==> config.mk <==
export PLATFORM = sky130hd
export DESIGN_NAME = rttbq_cell
export DESIGN_NICKNAME = d
export VERILOG_FILES = /design/src/hw/rtl/route_table_ttl_best_quality_top_assert.svh /design/src/hw/rtl/rttbq_pkg.sv /design/src/hw/rtl/rttbq_cell.sv
export SDC_FILE = /design/constraint.sdc
export NUM_CORES = 1
export LEC_CHECK = 0
export ABC_AREA = 1
export BUFFER_PORTS_ARGS = -buffer_cell sky130_fd_sc_hd__buf_4
export CAP_MARGIN = 20
export CORE_MARGIN = 3
export CORE_UTILIZATION = 25
export DETAILED_ROUTE_END_ITERATION = 10
export GPL_TIMING_DRIVEN = 0
export PLACE_DENSITY = 0.47
export SYNTH_ARGS = -nofsm -noshare
export SYNTH_HDL_FRONTEND = slang
export SYNTH_SLANG_ARGS = --single-unit
==> constraint.sdc <==
create_clock -name aclk -period 12.6 [get_ports aclk]
set_input_delay 1.26 -clock aclk [delete_from_list [all_inputs] [get_ports aclk]]
set_output_delay 1.26 -clock aclk [all_outputs]
set_load 0.05 [all_outputs]
==> src/hw/rtl/route_table_ttl_best_quality_top_assert.svh <==
// Assertion macros for the route table.
`ifndef ROUTE_TABLE_TTL_BEST_QUALITY_TOP_ASSERT_SVH
`define ROUTE_TABLE_TTL_BEST_QUALITY_TOP_ASSERT_SVH

// Same-cycle implication under the active-low reset.
`define RTTBQ_ASSERT_NOW(label, ante, cons) \
    label: assert property (@(posedge aclk) disable iff (!aresetn) (ante) |-> (cons)) \
        else $error("route table assertion failed");

// Next-cycle implication under the active-low reset.
`define RTTBQ_ASSERT_NEXT(label, ante, cons) \
    label: assert property (@(posedge aclk) disable iff (!aresetn) (ante) |=> (cons)) \
        else $error("route table assertion failed");

`endif

==> src/hw/rtl/rttbq_pkg.sv <==
package rttbq_pkg;

    localparam int TABLE_ENTRIES = 16;
    localparam int IDX_W = $clog2(TABLE_ENTRIES);
    localparam int TIME_BITS = 32;
    localparam int QUALITY_BITS = 16;
    localparam int STAMP_W = 32;

    typedef enum logic [1:0] {
        MODE_INSERT = 2'd0,
        MODE_LOOKUP = 2'd1,
        MODE_REMOVE = 2'd2,
        MODE_NONE   = 2'd3
    } mode_t;

    typedef enum logic [2:0] {
        ST_INSERTED  = 3'd0,
        ST_REFRESHED = 3'd1,
        ST_REJECTED  = 3'd2,
        ST_FULL      = 3'd3,
        ST_LOOKUP    = 3'd4,
        ST_REMOVED   = 3'd5
    } status_t;

    typedef enum logic [1:0] {
        S_IDLE,
        S_SCAN,
        S_FINISH
    } state_t;

    typedef struct packed {
        mode_t                   mode;
        logic [31:0]             dest;
        logic [31:0]             hop;
        logic [47:0]             mac;
        logic [TIME_BITS-1:0]    expiry;
        logic [TIME_BITS-1:0]    now;
        logic [7:0]              port;
        logic [QUALITY_BITS-1:0] quality;
    } req_t;

    typedef struct packed {
        logic                    valid;
        logic                    hit;
        logic                    refresh;
        logic [IDX_W-1:0]        idx;
        logic [STAMP_W-1:0]      age;
        logic [QUALITY_BITS-1:0] quality;
        logic [31:0]             hop;
        logic [47:0]             mac;
        logic [7:0]              port;
        logic [TIME_BITS-1:0]    expiry;
        logic                    free_found;
        logic [IDX_W-1:0]        free_idx;
    } acc_t;

    typedef struct packed {
        logic             ins;
        logic             rfr;
        logic [IDX_W-1:0] idx;
    } wr_t;

endpackage

==> src/hw/rtl/rttbq_cell.sv <==
module rttbq_cell (
    input  logic                          aclk,
    input  logic                          aresetn,
    input  logic [rttbq_pkg::IDX_W-1:0]   cell_idx,
    input  rttbq_pkg::req_t               req,
    input  logic [rttbq_pkg::STAMP_W-1:0] stamp_now,
    input  rttbq_pkg::wr_t                wr,
    input  rttbq_pkg::acc_t               acc_in,
    output rttbq_pkg::acc_t               acc_out
);
    import rttbq_pkg::*;

    logic                    valid_reg, valid_next;
    logic [31:0]             dest_reg;
    logic [31:0]             hop_reg;
    logic [47:0]             mac_reg;
    logic [TIME_BITS-1:0]    exp_reg;
    logic [7:0]              port_reg;
    logic [QUALITY_BITS-1:0] qual_reg;
    logic [STAMP_W-1:0]      stamp_reg;
    acc_t                    acc_reg, acc_next;

    logic               match, same, clear_v, sel;
    logic [STAMP_W-1:0] age;

    assign match = valid_reg && (dest_reg == req.dest);
    assign same  = (hop_reg == req.hop) && (mac_reg == req.mac);
    assign age   = stamp_now - stamp_reg;
    assign sel   = (wr.idx == cell_idx);

    always_comb begin
        acc_next = acc_in;
        clear_v  = 1'b0;
        if (acc_in.valid) begin
            unique case (req.mode)
                MODE_INSERT: begin
                    if (match && (same || qual_reg >= req.quality) &&
                        (!acc_in.hit || age > acc_in.age)) begin
                        acc_next.hit     = 1'b1;
                        acc_next.refresh = same;
                        acc_next.idx     = cell_idx;
                        acc_next.age     = age;
                    end
                    if (!valid_reg && !acc_in.free_found) begin
                        acc_next.free_found = 1'b1;
                        acc_next.free_idx   = cell_idx;
                    end
                end
                MODE_LOOKUP: begin
                    if (match) begin
                        if (exp_reg > req.now) begin
                            if (!acc_in.hit || qual_reg > acc_in.quality ||
                                (qual_reg == acc_in.quality && age > acc_in.age)) begin
                                acc_next.hit     = 1'b1;
                                acc_next.idx     = cell_idx;
                                acc_next.age     = age;
                                acc_next.quality = qual_reg;
                                acc_next.hop     = hop_reg;
                                acc_next.mac     = mac_reg;
                                acc_next.port    = port_reg;
                                acc_next.expiry  = exp_reg;
                            end
                        end else begin
                            clear_v = 1'b1;
                        end
                    end
                end
                MODE_REMOVE: begin
                    if (match) begin
                        clear_v = 1'b1;
                    end
                end
                default: begin
                end
            endcase
        end
    end

    always_comb begin
        priority if (wr.ins && sel) begin
            valid_next = 1'b1;
        end else if (clear_v) begin
            valid_next = 1'b0;
        end else begin
            valid_next = valid_reg;
        end
    end

    always_ff @(posedge aclk) begin
        if (!aresetn) begin
            valid_reg <= 1'b0;
            acc_reg   <= '0;
        end else begin
            valid_reg <= valid_next;
            acc_reg   <= acc_next;
        end
    end

    always_ff @(posedge aclk) begin
        if (wr.ins && sel) begin
            dest_reg  <= req.dest;
            hop_reg   <= req.hop;
            mac_reg   <= req.mac;
            exp_reg   <= req.expiry;
            port_reg  <= req.port;
            qual_reg  <= req.quality;
            stamp_reg <= stamp_now;
        end else if (wr.rfr && sel && (req.expiry > exp_reg)) begin
            exp_reg <= req.expiry;
        end
    end

    assign acc_out = acc_reg;

endmodule

==> impl_metrics.yaml <==
global_route:
  grt_usage: 0.190
  grt_pass1_wl_um: 128000
  grt_overflow: 0
  antenna_found_initial: 21
  grt_max_degree: 33
  first_global_vias: 19500
critical_path:
  critPathMostFrequentCell: "nand2_1"
  path_class: "in -> reg"
  worstPathRequired_ns: 13.13
  cp.arrival_ns: 6.05
  cp_max_fo: 10
  critPathLaunchType: "primary input"
  cp-end-kind: "flop"
  critPathSlowestCell: "clkbuf_1"
  crit_path_max_incr_delay_ns: 0.48
logic_synthesis:
  yosysTopAreaCell: "edfxtp_1"
  syn-instance-count: 2885
  yosysUniqueCellTypes: 41
  yosys_warnings: 0
  synth_edf_count: 200
  synth_ff_type: "edfxtp_1"
  synth_area_sq_um: 22000
  avgSynthCellArea_sq_um: 7.63
  synth_top_area_share: 0.273
  synth_nets: 3474
  async_flop_share: 0
  synthTopCellsByArea: "edfxtp_1, dfxtp_1, nand2_1, inv_1, ha_1"
  ys_ff_latch: 381
  synth_seq_area_share: 0.437
job:
  drv_cap: 0
floorplanning:
  dieArea_sq_um: 91700
  fp-row-count: 108
  pin_count: 606
  die_h_um: 303
  die_x_um: 303
  coreArea_sq_um: 87000
  start_util: 0.253
layout:
  final_nets: 4137
  mostFrequentLayoutCells: "nand2_1, buf_4, inv_1"
  syn_to_final_growth_pct: 35.4
  final_cells: 4757
  largest_reg_flops: 180
  postLayoutCoreUtil: 0.343
  layout-drive-gt1-share: 0.208
  final_common_cell: "nand2_1"
  fillCellCount: 9399
drt:
  drt-total-wl_um: 90700
  routedWlPerCell_um: 19.1
  vias: 20500
  antenna_left: 0
  first_pass_iters: 6
  via_per_inst: 4.31
  drc_errors: 0
  first_iter_violations: 1222
placed_design:
  routabilityCongestion: 0.879
  dp_slack_ns: 6.31
  placed_cells: 4651
  dp_hpwl_um: 75100
  io_buffers: 604
cts:
  insertion_delay_ns: 0.63
  clk_path_buf_depth: 3
  tritoncts: "done"
  cts_buffers: 49
  cts_setup_buffers: 0
  cts.sinks: 381
  cts_resized: 0
  htree_levels: 2
  cts_hold_buf: 0
  cts-root-buf: "clkbuf_16"
  clk_pin_slew_ns: 0.06
power:
  vdd_drop_max_mv: 0.113
  power_density_nw_per_um2: 118
  power_leakage_nw: 15.3
sta:
  tightest_slew_ns: 1.13
  finalHoldViolCount: 0
  drv_slew: 0
  finClkSkew_ns: 0.0534
  finalSetupViolCount: 0
  rsz0062_at_grt: "no"
  fin_crit_sh: 0.439
  fin_ws_ns: 7.07
  period_minus_slack_ns: 5.53
  fmax_ghz: 0.181
  slew_headroom: 0.240
hold_path:
  hp-class: "reg -> reg"
status:
  status: "completed"
==> report_power, final <==
part | internal (W) | switching, W | total, W
logic | 0.000256 | 0.000436 | 0.000692
clock network | 0.000815 | 0.000613 | 0.00143
registers | 0.00136 | 0.0000258 | 0.00139
==> path summary, 6_finish.rpt <==
kind	slack, ns	to	depth (start not counted)	from
setup / recovery	7.07	acc_out[108]	30	stamp_now[0]
hold reg to reg	0.53	acc_out[40]	2	port_reg[3]
hold / removal	0.53	acc_out[40]	2	port_reg[3]
setup reg to reg	7.53	acc_out[108]	29	stamp_reg[0]
==> per-layer routing <==
layer | up-vias | part of all wire | GRT usage
li1 | 10500 | - | -
met1 | 9182 | 0.41 | 0.226
met2 | 629 | 0.47 | 0.324
met3 | 148 | 0.080 | 0.0567
met4 | 16 | 0.034 | 0.0705
met5 | - | 0.0012 | 0
==> stage by stage <==
stage	power, W	TNS, ns	instance area, sq um	hold WS [ns]
floorplan	0.00181	0	22000	0.477
global placement	0.00211	-603.79	28000	0.506
detailed placement	0.00211	0	28100	0.519
CTS	0.00356	0	29800	0.527
global route	0.00368	0	29800	0.563
finish	0.00351	0	29800	0.530
==> kinds of logic (layout without fill, tap and decap cells) <==
group | count (synthesis) | in the layout | synth area share
AND/OR/NAND/NOR | 1201 | 1201 | 0.229
flip-flops | 381 | 381 | 0.437
buffers and inverters | 673 | 1377 | 0.121
adder cells (fa/ha/maj) | 163 | 163 | 0.0929
AO/OA/AOI/OAI | 406 | 406 | 0.0948
other | 0 | 13 | 0
XOR/XNOR | 61 | 61 | 0.0243
==> cell usage after synthesis, types with 2 or more instances <==
cell       number
a211oi_1        2
a21o_1          2
a21oi_1       225
and2_1          3
and3_1          3
buf_1           4
buf_2          20
buf_4           4
buf_6          14
clkbuf_1       43
dfxtp_1       181
edfxtp_1      200
ha_1          162
inv_1         587
nand2_1       799
nand3_1       157
nand3b_1       14
nand4_1        65
nor2_1        112
nor3_1         22
nor4_1          8
o2111ai_1       2
o211ai_1        2
o21a_1          4
o21ai_0       161
o21bai_1        5
or2_1           3
or2_2           9
xnor2_1        47
xor2_1         14
==> worst max-delay path: cells and delay by family <==
family	cells	cell delay (ns)
AOI/OAI and AO/OA	2	0.48
adders and majority gates	3	0.85
buffers and inverters	7	1.23
and+or+nand+nor	18	2.17
==> layout make-up <==
cell class	instances	area (sq um)	share of cell area
multi-input cells	1831	9730	0.326
flip-flops and latches	381	9630	0.323
diodes	13	32.5	0.00109
repair buffers	612	4670	0.157
clock buffers	68	1380	0.0463
inverters	588	2210	0.0740
clock inverters	24	245	0.00823
plain buffers	85	464	0.0156
well taps	1155	1450	0.0485
No activity file was read; power rests on OpenSTA's default activity.
